### src/hdl/lsvr_pkg.sv
// shared constants, codes and controller/datapath types of the sample voice resampler
package lsvr_pkg;

    localparam int MAX_FRAMES  = 4096;
    localparam int FRAC_BITS   = 16;
    localparam int CUR_W       = 32;
    localparam int STORE_DEPTH = 2 * MAX_FRAMES;
    localparam int FI_W        = $clog2(MAX_FRAMES);
    localparam int FR_W        = $clog2(MAX_FRAMES + 1);
    localparam int STORE_AW    = FI_W + 1;
    localparam int QI_W        = CUR_W - FRAC_BITS;
    localparam int DIV_CW      = $clog2(QI_W);
    localparam int LIM_W       = FR_W + FRAC_BITS;
    localparam int CMP_W       = (CUR_W > LIM_W) ? CUR_W : LIM_W;

    localparam int FUNC_W      = 3;
    localparam int ADDR_W      = 13;
    localparam int S_W         = 16;
    localparam int VS_W        = 2;

    localparam int FC_W        = 13;
    localparam int LB_W        = 13;
    localparam int LF_W        = 14;
    localparam int STEP_W      = 24;
    localparam int STEP_FRAC   = 16;
    localparam int GN_W        = 16;
    localparam int GAIN_SH     = 12;
    localparam int CFG_W       = 24;
    localparam int CFG_IDX_W   = 3;

    localparam int D_W         = S_W + 1;
    localparam int V_W         = S_W + 1;
    localparam int P_W         = D_W + FRAC_BITS + 1;
    localparam int G_W         = V_W + GN_W + 1;

    typedef enum logic [FUNC_W-1:0] {
        FN_WRITE = 3'd0,
        FN_PLAY  = 3'd1,
        FN_PAUSE = 3'd2,
        FN_STOP  = 3'd3,
        FN_TICK  = 3'd4
    } t_func;

    typedef enum logic [VS_W-1:0] {
        VS_INITIAL = 2'd0,
        VS_PLAYING = 2'd1,
        VS_PAUSED  = 2'd2,
        VS_STOPPED = 2'd3
    } t_vstate;

    typedef enum logic [CFG_IDX_W-1:0] {
        CFG_FRAME_COUNT = 3'd0,
        CFG_LOOP_BEGIN  = 3'd1,
        CFG_LOOP_FINISH = 3'd2,
        CFG_LOOP_ENABLE = 3'd3,
        CFG_STEREO_MODE = 3'd4,
        CFG_PHASE_STEP  = 3'd5,
        CFG_GAIN_LEFT   = 3'd6,
        CFG_GAIN_RIGHT  = 3'd7
    } t_cfg_idx;

    typedef struct packed {
        logic    mem_we;
        logic    prep;
        logic    check;
        logic    div_step;
        logic    wrap_apply;
        logic    addr;
        logic    rd1;
        logic    rd2;
        logic    lerp;
        logic    sum;
        logic    gain;
        logic    out_load;
        logic    zero_out;
        logic    cur_clear;
        logic    advance;
        t_vstate vstate;
    } t_dp_cmd;

    typedef struct packed {
        logic frames_zero;
        logic at_end;
        logic can_wrap;
        logic out_free;
    } t_dp_stat;

endpackage

### src/hdl/lsvr_ctrl.sv
// controller: command decode, voice state and tick sequencing
module lsvr_ctrl (
    input  logic                            i_clk,
    input  logic                            i_rst_n,
    input  logic                            i_in_valid,
    output logic                            o_in_ready,
    input  logic [lsvr_pkg::FUNC_W-1:0]     i_func,
    output lsvr_pkg::t_dp_cmd               o_cmd,
    input  lsvr_pkg::t_dp_stat              i_stat
);

    typedef enum logic [3:0] {
        S_IDLE,
        S_PREP,
        S_CHECK,
        S_DIV,
        S_WRAP,
        S_ADDR,
        S_RD0,
        S_RD1,
        S_RD2,
        S_LERP,
        S_SUM,
        S_GAIN,
        S_FIN
    } t_state;

    t_state                         r_state;
    logic [lsvr_pkg::FUNC_W-1:0]    r_func;
    lsvr_pkg::t_vstate              r_play;
    logic                           r_stop;
    logic                           r_tick_ok;
    logic [lsvr_pkg::DIV_CW-1:0]    r_cnt;

    lsvr_pkg::t_vstate              n_play;
    logic                           in_accept;
    logic                           out_load;

    assign o_in_ready = (r_state == S_IDLE) && i_rst_n;
    assign in_accept  = i_in_valid && (r_state == S_IDLE) && i_rst_n;
    assign out_load   = (r_state == S_FIN) && i_stat.out_free;

    always_comb begin
        n_play = r_play;
        case (r_func)
            lsvr_pkg::FN_PLAY: begin
                n_play = lsvr_pkg::VS_PLAYING;
            end
            lsvr_pkg::FN_PAUSE: begin
                if (r_play == lsvr_pkg::VS_PLAYING) begin
                    n_play = lsvr_pkg::VS_PAUSED;
                end
            end
            lsvr_pkg::FN_STOP: begin
                n_play = lsvr_pkg::VS_STOPPED;
            end
            lsvr_pkg::FN_TICK: begin
                if (r_stop) begin
                    n_play = lsvr_pkg::VS_STOPPED;
                end
            end
            default: begin
            end
        endcase
    end

    always_comb begin
        o_cmd            = '0;
        o_cmd.mem_we     = in_accept && (i_func == lsvr_pkg::FN_WRITE);
        o_cmd.prep       = (r_state == S_PREP);
        o_cmd.check      = (r_state == S_CHECK);
        o_cmd.div_step   = (r_state == S_DIV);
        o_cmd.wrap_apply = (r_state == S_WRAP);
        o_cmd.addr       = (r_state == S_ADDR);
        o_cmd.rd1        = (r_state == S_RD1);
        o_cmd.rd2        = (r_state == S_RD2);
        o_cmd.lerp       = (r_state == S_LERP);
        o_cmd.sum        = (r_state == S_SUM);
        o_cmd.gain       = (r_state == S_GAIN);
        o_cmd.out_load   = out_load;
        o_cmd.zero_out   = !r_tick_ok;
        o_cmd.cur_clear  = out_load && (((r_func == lsvr_pkg::FN_PLAY)
                                         && (r_play != lsvr_pkg::VS_PAUSED))
                                        || (r_func == lsvr_pkg::FN_STOP));
        o_cmd.advance    = out_load && r_tick_ok;
        o_cmd.vstate     = n_play;
    end

    always_ff @(posedge i_clk) begin
        if (!i_rst_n) begin
            r_state   <= S_IDLE;
            r_func    <= lsvr_pkg::FN_WRITE;
            r_play    <= lsvr_pkg::VS_INITIAL;
            r_stop    <= 1'b0;
            r_tick_ok <= 1'b0;
            r_cnt     <= '0;
        end else begin
            case (r_state)
                S_IDLE: begin
                    if (i_in_valid) begin
                        r_func    <= i_func;
                        r_stop    <= 1'b0;
                        r_tick_ok <= 1'b0;
                        if ((i_func == lsvr_pkg::FN_TICK)
                            && (r_play == lsvr_pkg::VS_PLAYING)) begin
                            r_state <= S_PREP;
                        end else begin
                            r_state <= S_FIN;
                        end
                    end
                end
                S_PREP: begin
                    r_state <= S_CHECK;
                end
                S_CHECK: begin
                    if (i_stat.frames_zero) begin
                        r_stop  <= 1'b1;
                        r_state <= S_FIN;
                    end else if (i_stat.at_end) begin
                        if (i_stat.can_wrap) begin
                            r_cnt   <= lsvr_pkg::DIV_CW'(lsvr_pkg::QI_W - 1);
                            r_state <= S_DIV;
                        end else begin
                            r_stop  <= 1'b1;
                            r_state <= S_FIN;
                        end
                    end else begin
                        r_state <= S_ADDR;
                    end
                end
                S_DIV: begin
                    if (r_cnt == '0) begin
                        r_state <= S_WRAP;
                    end else begin
                        r_cnt <= r_cnt - lsvr_pkg::DIV_CW'(1);
                    end
                end
                S_WRAP: begin
                    r_state <= S_ADDR;
                end
                S_ADDR: begin
                    r_state <= S_RD0;
                end
                S_RD0: begin
                    r_state <= S_RD1;
                end
                S_RD1: begin
                    r_state <= S_RD2;
                end
                S_RD2: begin
                    r_state <= S_LERP;
                end
                S_LERP: begin
                    r_state <= S_SUM;
                end
                S_SUM: begin
                    r_state <= S_GAIN;
                end
                S_GAIN: begin
                    r_tick_ok <= 1'b1;
                    r_state   <= S_FIN;
                end
                S_FIN: begin
                    if (i_stat.out_free) begin
                        r_play  <= n_play;
                        r_state <= S_IDLE;
                    end
                end
                default: begin
                    r_state <= S_IDLE;
                end
            endcase
        end
    end

endmodule
### config.mk
export PLATFORM = sky130hd
export DESIGN_NAME = lsvr_ctrl
export DESIGN_NICKNAME = d
export VERILOG_FILES = /design/src/hdl/lsvr_pkg.sv /design/src/hdl/lsvr_ctrl.sv
export SDC_FILE = /design/constraint.sdc
export NUM_CORES = 1
export LEC_CHECK = 0
export BUFFER_PORTS_ARGS = -buffer_cell sky130_fd_sc_hd__buf_2
export CELL_PAD_IN_SITES_DETAIL_PLACEMENT = 0
export CELL_PAD_IN_SITES_GLOBAL_PLACEMENT = 1
export CORE_AREA = 2 2 65 49
export CTS_CLUSTER_SIZE = 28
export DETAILED_ROUTE_END_ITERATION = 6
export DIE_AREA = 0 0 67 51
export PLACE_DENSITY = 0.85
export SLEW_MARGIN = 20
export SYNTH_ARGS = -nofsm -noshare
export SYNTH_HDL_FRONTEND = slang
export SYNTH_SLANG_ARGS = --single-unit
### constraint.sdc
create_clock -name i_clk -period 4.2 [get_ports i_clk]
set_clock_uncertainty 0.2 [all_clocks]
set_input_delay 0.84 -clock i_clk [delete_from_list [all_inputs] [get_ports i_clk]]
set_output_delay 0.84 -clock i_clk [all_outputs]
set_load 0.005 [all_outputs]
Word level (Yosys, flattened, before mapping)
Index checks and enable logic that the tools add are counted.
{"block": "totals", "elab_cells": 80, "out_inout_bits": 18, "ff_bits": 15, "input_bits": 10, "latchBits": 0, "mem_bits_ro": 0, "mem_bits_rw": 0, "mem_count": 0}
{"block": "classes", "n_eq_ne": 28, "n_reduce_logical": 23, "bitwise_logic": 0, "mul": 0, "muxes": 22, "n_div": 0, "shifts": 0, "n_addsub": 1, "n_lt_le_gt_ge": 0}
{"op": "$pmux W4 S13", "n": 1}
{"op": "$mux W4", "n": 11}
{"op": "$eq A4 B4 Y1 const B", "n": 5}
{"op": "$eq A4 B3 Y1 const B", "n": 4}
{"op": "$ne A2 B2 Y1 const B", "n": 5}
{"op": "$logic_and A1 B1 Y1", "n": 9}
{"op": "$eq A4 B2 Y1 const B", "n": 2}
{"op": "$logic_not A4 Y1", "n": 2}
{"op": "$pmux W2 S4", "n": 1}
{"op": "$pmux W4 S2", "n": 1}
{"op": "$eq A3 B2 Y1 const B", "n": 2}
{"op": "$eq A3 B3 Y1 const B", "n": 2}
{"op": "$ne A2 B1 Y1 const B", "n": 3}
{"op": "$reduce_and A2 Y1", "n": 3}
{"op": "$reduce_bool A2 Y1", "n": 3}
{"op": "$reduce_and A5 Y1", "n": 1}
{"op": "$eq A4 B1 Y1 const B", "n": 1}
{"op": "$mux W1", "n": 4}
{"op": "$mux W2", "n": 2}
{"op": "$pmux W1 S2", "n": 2}
{"op": "$reduce_and A4 Y1", "n": 1}
{"op": "$sub A4 B1 Y4 const B", "n": 1}
{"op": "$eq A3 B1 Y1 const B", "n": 1}
{"op": "$logic_not A3 Y1", "n": 1}
{"op": "6 further kinds", "n": 6}

Longest topological paths before layout
Gate-level depths: netlist of the first run.
{"block": "logic_depth", "ltp_word": 5, "ltp_mapped": 6, "mapped_depth_nobuf": 6}

Worst setup path before layout of the first run
Ideal clock, no wire load.
{"block": "synth_timing", "path_type": "input port to output port", "startpoint": "input i_rst_n", "endpoint": "output o_cmd[16] (netlist bit)", "slack_ps": 1742, "n_path_buf": 1, "path_stages": 3, "required_ps": 3160, "t_arrival_ps": 1418, "path_cell_list": "inv_1 clkbuf_1 nor4b_1"}
{"item": "start, declared", "line": "lsvr_ctrl.sv:4", "rtl": "input logic i_rst_n,"}
{"item": "end, declared", "line": "lsvr_ctrl.sv:8", "rtl": "output lsvr_pkg::t_dp_cmd o_cmd,"}

==> results.txt, run 1 <==
The final setup violation count is 0. Buffers added to address setup during post-CTS repair amount to 0. Counting flops and latches in the post-synthesis netlist gives 15. The mapped netlist covers 1080 um^2. The clock latency on the worst-skew pair came out at 0.25 ns. The final-report hold violation count came out at 0.

The H-tree depth came out at 1. The overall die area came out at 3420 um^2. The area share of the leading cell type in the synthesized netlist is 0.279.

STA classifies the critical path startpoint as a register. The top flip-flop cell by instance count after synthesis is sky130_fd_sc_hd__dfxtp_1. The initial antenna violation count is 0. The combined flip-flop and latch cell area came out at 300 um^2.

The total power after layout came out at 0.651 mW. Setup repair after global routing left no endpoint under its margin. The overall fraction of global-route tracks in use came out at 0.157. TritonCTS built the clock tree. The pin slew with the least headroom to its limit is 0.686 ns. In the final timing run, aggregate negative setup slack is 0 ns. The via count of the first global-routing pass came out at 889. For this run, the top clock speed supported by timing is 356 MHz. The first-pass GRT wire length came out at 4090 um.

The cell area after placement is 1200 um^2. The core box area came out at 2890 um^2. For the worst setup path, the data required time is 3.16 ns. The ratio of routed vias to standard cells came out at 5.42. In this run the tightest slew margin relative to its limit is 0.542. When the netlist entered floorplanning its net count stood at 143. The portion of the post-synthesis area used by sequential elements is 0.279. The count of maximum capacitance violations is 0. Leaving out fill and tap cells, the most frequent cell in the layout is sky130_fd_sc_hd__buf_2. The number of instances in the synthesized netlist is 132. The clock buffer count from CTS came out at 3. The share of synthesized flip-flops with an asynchronous set or reset came out at 0. The cell taking the most area after synthesis is sky130_fd_sc_hd__dfxtp_1. The final max-slew violation count came out at 0. The static leakage power is 0.556 nW. Each instance of the synthesized netlist takes up on average 8.15 um^2.

The data arrival time at the worst-slack endpoint is 1.77 ns. Row generation in the floorplan step produced 17 rows. The worst-case IR drop observed on VDD is 264 uV.

The number of nets with antenna violations after routing came out at 0. STA classifies the critical path endpoint as an output pin. The maximum clock insertion buffer count came out at 2.

Gates resized during post-CTS repair numbered 0. The count of different cell masters after synthesis came out at 45. In this run the power density over the cells is 523 nW/um^2.

The worst setup path is of the register to output pin kind. The number of instances on the worst hold path is 2. The via count of the routed design came out at 1047. The clock transition time at the flip-flop clock pins of the worst setup and hold paths came out at 0.06 ns. The total half-perimeter wirelength after legalization and detailed placement is 1950 um.

The count of buffers added on input and output ports is 27. After the last flow step, the layout net total stands at 167. The number of antenna diodes is 0.

The iteration-0 DRC count of the detailed router is 43. Leaving out fill and tap cells, the most frequent cells in the layout are 27 x sky130_fd_sc_hd__buf_2, 20 x sky130_fd_sc_hd__nor2_1, 15 x sky130_fd_sc_hd__dfxtp_1. The die boundary height came out at 51 um. For this design, the sink count on the clock tree is 15. For this configuration, the core starts out at a cell density of 0.372. The synthesized design contains 0 enable-type register cells. In the routed design, unresolved DRC markers number 0. Dividing the final minimum period by the clock period gives 0.670. The remaining global-route overflow came out at 0.

The first-pass detailed-route iteration total is 4. The overall die width is 67 um. The cell chosen for the clock root is sky130_fd_sc_hd__clkbuf_8. The final standard cell area without fillers came out at 1240 um^2. The maximum fanout count along the critical path came out at 15. The run finished with clean final reports.

In this run, post-CTS hold repair placed 0 buffers. In the final layout, the share of cells above drive strength 1 is 0.252. The signed area change from the synthesized netlist to the final layout came out at 15.7%. The depth of the most critical reg-to-reg path came out at 4. The largest net degree at the start of global routing is 19. The number of top-level pins came out at 28. Routability-driven placement finished with a final weighted congestion of 0.765. The total length of routed wires came out at 2540 um. The synthesis warning total is 0. The worst path needs 2.81 ns of the cycle, external delays included. The multi-input gate area in the final layout came out at 686 um^2. The path class of the tightest hold or removal check is register to register. By area the synthesized netlist is led by sky130_fd_sc_hd__dfxtp_1 28%, sky130_fd_sc_hd__nor2_1 7.0%, sky130_fd_sc_hd__nor3_1 5.6%, sky130_fd_sc_hd__nor3_4 4.5%, sky130_fd_sc_hd__a211oi_1 4.2%.

The count of filler cells inserted in the layout came out at 320. The average detailed-routed wire length per instance came out at 13.2 um.
-- power breakdown --
part           switching [mW]  total [mW]  internal (mW)
sequential             0.0796       0.253          0.173
combinational           0.152       0.281          0.129
clock                  0.0514       0.117         0.0657
-- cell families (layout without fill, tap and decap cells) --
logic type	count (synthesis)	in the layout	share of synthesized area
AOI/OAI and AO/OA	26	26	0.190
adders and majority gates	1	1	0.0116
buffers and inverters	16	39	0.0837
DFF	15	15	0.279
muxes	4	4	0.0384
and+or+nand+nor	70	70	0.398
-- Yosys cell counts, drive strengths merged (2+ instances only) --
cell type,number
nor2,20
o41ai,2
nand3,3
nor3,16
nand2b,5
dfxtp,15
and2,2
nor3b,3
and3,2
inv,8
a211oi,6
o21ai,4
buf,7
nor4,3
a21oi,5
nand2,7
mux2i,3
nor4b,3
-- per-stage QoR --
step	worst slack, ns	hold slack, ns	cells	util
2_1_floorplan	1.74	0.257	132	-
3_3_place_gp	1.49	0.279	189	0.414
4_1_cts	1.38	0.298	193	0.430
5_1_grt	1.25	0.321	193	0.430
6_report	1.39	0.295	193	0.430
3_5_place_dp	1.39	0.283	189	0.414
-- worst paths after layout --
kind / startpoint / to / slack (ns)
worst max register to register: r_state[0] / r_state[2] / 2.27
worst min-delay path: r_tick_ok / r_tick_ok / 0.29
worst max-delay path: r_state[3] / o_cmd[3] / 1.39
worst min register to register: r_tick_ok / r_tick_ok / 0.29
-- registers in the layout (all words and copies together), names as in the netlist --
name       flops
r_stop         1
r_tick_ok      1
r_cnt          4
r_state        4
r_play         2
r_func         3
-- metal layers --
layer	global-route usage	wire, um
met1	0.234	1250
met2	0.223	1150
met3	0.0396	126
met4	0.0408	19
met5	0	0
-- area by class of cell --
class                           instances  area share
Multi-Input combinational cell        101       0.551
Sequential cell                        15       0.241
Timing Repair Buffer                   27       0.109
Tap cell                               38      0.0382
Clock buffer                            3      0.0332
Inverter                                8      0.0241
Clock inverter                          1     0.00402
-- critical path, stage by stage (launching register included) --
cell	delay, ns
sky130_fd_sc_hd__dfxtp_1	0.66
sky130_fd_sc_hd__nand2b_1	0.27
sky130_fd_sc_hd__nor3_4	0.32
sky130_fd_sc_hd__and2_1	0.16
sky130_fd_sc_hd__buf_2	0.10
No activity file was read; power rests on OpenSTA's default activity.
==> run 2, diff against run 1 <==
- ABC_AREA: unset -> 1
- CORE_AREA: 2 2 65 49 -> 2 2 71 53
- DIE_AREA: 0 0 67 51 -> 0 0 73 55
- PLACE_DENSITY: 0.85 -> 0.77
- clock period: 4.2 -> 2.35 ns (I/O delays scaled with it)
==> run 2 against run 1 <==
  * Count of clock-buffer cells in the layout grew 1
  * Area after synthesis fell by 7.2%
  * Power up 87%
  * First-iteration DRC count down 2.3%
  * Synthesized cell count increased by 17%
  * Sequential cell count is the same
  * Global-route usage is 2.8 points lower
  * Highest routed layer unchanged
  * Largest power group unchanged
  * Cell count rose by 19%
==> results.txt, run 2 <==
Commonest cells after routing, fill and taps aside: 27 x sky130_fd_sc_hd__buf_2, 25 x sky130_fd_sc_hd__inv_1, 25 x sky130_fd_sc_hd__nand2_1 (was 27 x sky130_fd_sc_hd__buf_2, 20 x sky130_fd_sc_hd__nor2_1, 15 x sky130_fd_sc_hd__dfxtp_1). The via count of the first global-routing pass came out at 855 (was 889). The total length of routed wires came out at 2490 um (was 2540 um). The longest individual stage delay on the worst path was 0.38 ns (was 0.66 ns).

The net count of the mapped netlist is 166 (was 143). The sink count of the clock tree is 15 (unchanged). The final hold slack came out at 0.273 ns (was 0.295 ns). The leading cell type in the layout, fill and taps excluded is sky130_fd_sc_hd__buf_2 (unchanged). The register bit count reported by yosys came to 15 (unchanged).

The worst setup path category was register to output pin (unchanged). The count of maximum capacitance violations is 0 (unchanged). The number of top-level pins is 28 (unchanged).

The largest net degree at the start of global routing is 10 (was 19). The synthesis warning total is 0 (unchanged). The initial antenna violation count came out at 0 (unchanged).

The total power after layout is 1.21 mW (was 0.651 mW). The average detailed-routed wire length per instance is 10.8 um (was 13.2 um). The fraction of power spent switching nets is 0.445 (was 0.435).

The signed area change from the synthesized netlist to the final layout came out at 26.1% (was 15.7%). The remaining max-slew budget at the tightest pin was 0.819 (was 0.542). By instance count, the cell type seen most on the critical path is sky130_fd_sc_hd__nor2_4. The origin of the critical flop-to-flop path is r_state[2] (was r_state[0]). The critical path endpoint is o_cmd[16] (was o_cmd[3]). The sequential power share was 0.310 (was 0.389).

The nature of the critical path endpoint was an output pin (unchanged). The CTS tree is yes (unchanged). The remaining global-route overflow is 0 (unchanged).

The register-to-register setup slack came out at 0.77 ns (was 2.27 ns). The number of hold buffers added after cts is 0 (unchanged). The cell chosen for the clock root is sky130_fd_sc_hd__clkbuf_8 (unchanged). The net switching component of the power came out at 0.541 mW (was 0.283 mW). The portion of the post-synthesis area used by sequential elements is 0.301 (was 0.279).

The ratio of routed vias to standard cells is 4.64 (was 5.42). The worst hold path class is register to register (unchanged). The weighted congestion reported at the end of routability-driven placement came to 0.874 (was 0.765). The internal portion of total power is 0.674 mW (was 0.367 mW). The die boundary height is 55 um (was 51 um). The count of filler cells inserted in the layout was 370 (was 320). Sequence of cells on the critical path: nor2_4, inv_4, nor2_4, nand2_4, nor4_1, buf_2 (was nand2b_1, nor3_4, and2_1, buf_2).

The residual DRC count came to 0 (unchanged). Commonest cells post-synth: 25 x sky130_fd_sc_hd__inv_1, 25 x sky130_fd_sc_hd__nand2_1, 18 x sky130_fd_sc_hd__nor2_1 (was 20 x sky130_fd_sc_hd__nor2_1, 15 x sky130_fd_sc_hd__dfxtp_1, 12 x sky130_fd_sc_hd__nor3_1). Result of the run: finished, final reports clean (unchanged). The final setup violation count came out at 0 (unchanged). The area share of the leading cell type in the synthesized netlist came out at 0.301 (was 0.279). The maximum clock insertion buffer count came out at 2 (unchanged). The number of nets with antenna violations after routing came out at 0 (unchanged). The initial standard-cell utilization of the core came out at 0.298 (was 0.372). The part of the total power dissipated in combinational logic is 0.518 (was 0.431). The total half-perimeter wirelength after legalization and detailed placement was 2030 um (was 1950 um).

The number of nets in the finished design came to 202 (was 167). The origin of the worst setup path is r_state[2] (was r_state[3]). The kind of start point of the critical path is a register (unchanged). The critical path depth in cells came out at 6 (was 4). Top cells by area in the synthesized netlist: sky130_fd_sc_hd__dfxtp_1 30%, sky130_fd_sc_hd__inv_1 9.4%, sky130_fd_sc_hd__nand2_1 9.4%, sky130_fd_sc_hd__a21oi_1 8.0%, sky130_fd_sc_hd__nor2_1 6.8% (was sky130_fd_sc_hd__dfxtp_1 28%, sky130_fd_sc_hd__nor2_1 7.0%, sky130_fd_sc_hd__nor3_1 5.6%, sky130_fd_sc_hd__nor3_4 4.5%, sky130_fd_sc_hd__a211oi_1 4.2%). The clock network power share came to 0.172 (was 0.180). The first-pass GRT wire length is 4010 um (was 4090 um). The cell family with the largest share of critical-path delay is simple AND/OR/NAND/NOR gates (unchanged). The maximum fanout count along the critical path was 9 (was 15). The pin slew with the least headroom to its limit came to 0.271 ns (was 0.686 ns). The via count of the routed design came out at 1068 (was 1047). The number of rows in the core area came to 18 (was 17). The maximum vdd drop came to 481 uV (was 264 uV). The non-filler instance count after layout is 230 (was 193). The count of buffers inserted at the top-level ports came out at 27 (unchanged). The power density normalized to cell area is 965 nW/um^2 (was 523 nW/um^2). The first-pass detailed-route iteration total came out at 4 (unchanged). The fraction of the core area covered by cells at the end of the flow was 0.375 (was 0.430). The fraction of layout instances using a drive strength above 1 was 0.284 (was 0.252). The overall die area is 4020 um^2 (was 3420 um^2). The number of antenna diodes is 0 (unchanged). The number of enable-type register cells in the synthesized netlist is 0 (unchanged). The reg-to-reg endpoint was r_cnt[2] (was r_state[2]). The final-report hold violation count came to 0 (unchanged). The top flip-flop cell by instance count after synthesis was sky130_fd_sc_hd__dfxtp_1 (unchanged). For this run, the top clock speed supported by timing is 450 MHz.

The depth of the most critical reg-to-reg path is 7 (was 4). The required arrival time at the worst endpoint came out at 1.68 ns (was 3.16 ns). The clock latency on the worst-skew pair came out at 0.24 ns (was 0.25 ns).

The H-tree depth is 1 (unchanged). The count of instances resized after the clock tree is built is 0 (unchanged). The number of setup buffers added after CTS was 0 (unchanged). The mean instance size in the synthesized netlist came out at 6.44 um^2 (was 8.15 um^2). The clock transition time at the flip-flop clock pins of the worst setup and hold paths is 0.06 ns (about the same).

The clock period minus final worst setup slack came out at 2.22 ns. The final max-slew violation count is 0 (unchanged). The data arrival time at the worst-slack endpoint is 1.55 ns (was 1.77 ns). The share of synthesized flip-flops with an asynchronous set or reset is 0 (unchanged).

The synthesized cell area came out at 998 um^2 (was 1080 um^2). The cell at the slowest stage of the critical path is sky130_fd_sc_hd__dfxtp_1 (unchanged). The iteration-0 DRC count of the detailed router came out at 42 (was 43). Largest regs: r_cnt x4, r_state x4, r_func x3 (unchanged). The cell total after placement is 223 (was 189). The cell taking the most area after synthesis is sky130_fd_sc_hd__dfxtp_1 (unchanged).

The overall fraction of global-route tracks in use was 0.130 (was 0.157). The core box area is 3360 um^2 (was 2890 um^2). The static leakage power is 0.633 nW (was 0.556 nW). The number of instances in the synthesized netlist came out at 155 (was 132). The final worst-path cycle share came out at 0.946. The critical path buffer and inverter count came out at 2 (was 1).

The count of different cell masters after synthesis is 27 (was 45). The overall die width came out at 73 um (was 67 um). The clock buffer count from CTS is 3 (unchanged).
[run 2: final cells by class]
type | count | area, um^2 | share of cell area
Timing Repair Buffer | 32 | 173 | 0.137
Tap cell | 40 | 50.0 | 0.0398
Sequential cell | 15 | 300 | 0.239
Clock buffer | 4 | 45.0 | 0.0358
Inverter | 31 | 119 | 0.0944
Multi-Input combinational cell | 108 | 572 | 0.454
[run 2: worst min path at each step]
stage | from | end | slack [ns] | cells after the start
2_1_floorplan | r_stop | r_stop | 0.24 | 2
3_3_place_gp | r_stop | r_stop | 0.26 | 2
3_5_place_dp | r_stop | r_stop | 0.26 | 2
4_1_cts | r_stop | r_stop | 0.27 | 2
5_1_grt | r_cnt[2] | r_cnt[2] | 0.30 | 2
6_report | r_stop | r_stop | 0.27 | 2
[run 2: metrics by stage]
stage          TNS (ns)  cell area [um^2]  worst slack (ns)
3_3_place_gp          0              1190             0.331
3_5_place_dp          0              1190             0.346
6_report              0              1260             0.128
4_1_cts               0              1240             0.113
5_1_grt         -0.0107              1260           -0.0107
2_1_floorplan         0               998             0.622
[run 2: power by group through the flow]
stage | clock network, mW | logic (mW) | registers, mW
floorplan | 0 | 0.434 | 0.369
global placement | 0 | 0.588 | 0.380
detailed placement | 0 | 0.578 | 0.381
CTS | 0.215 | 0.582 | 0.375
global route | 0.225 | 0.708 | 0.382
finish | 0.209 | 0.629 | 0.376
[run 2: cell families after synthesis]
kind of cell	share of synthesized area
fa+ha+maj	0.0125
flops	0.301
simple gates	0.388
compound gates	0.172
buf+inv	0.127
[run 2: per-layer routing]
layer,vias up,track usage,routed length (um)
met1,473,0.197,1400
li1,573,-,-
met3,2,0.0290,104
met5,-,0,0
met2,20,0.188,977
met4,0,0.0185,10
[run 2: worst register-to-register path, stage by stage, from the launching register on]
cell	delay, ns
sky130_fd_sc_hd__dfxtp_1	0.38
sky130_fd_sc_hd__nor2_4	0.22
sky130_fd_sc_hd__buf_4	0.14
sky130_fd_sc_hd__nand4_1	0.18
sky130_fd_sc_hd__nand2_1	0.17
sky130_fd_sc_hd__nand2_1	0.06
sky130_fd_sc_hd__nand2_1	0.05
sky130_fd_sc_hd__a21oi_1	0.05
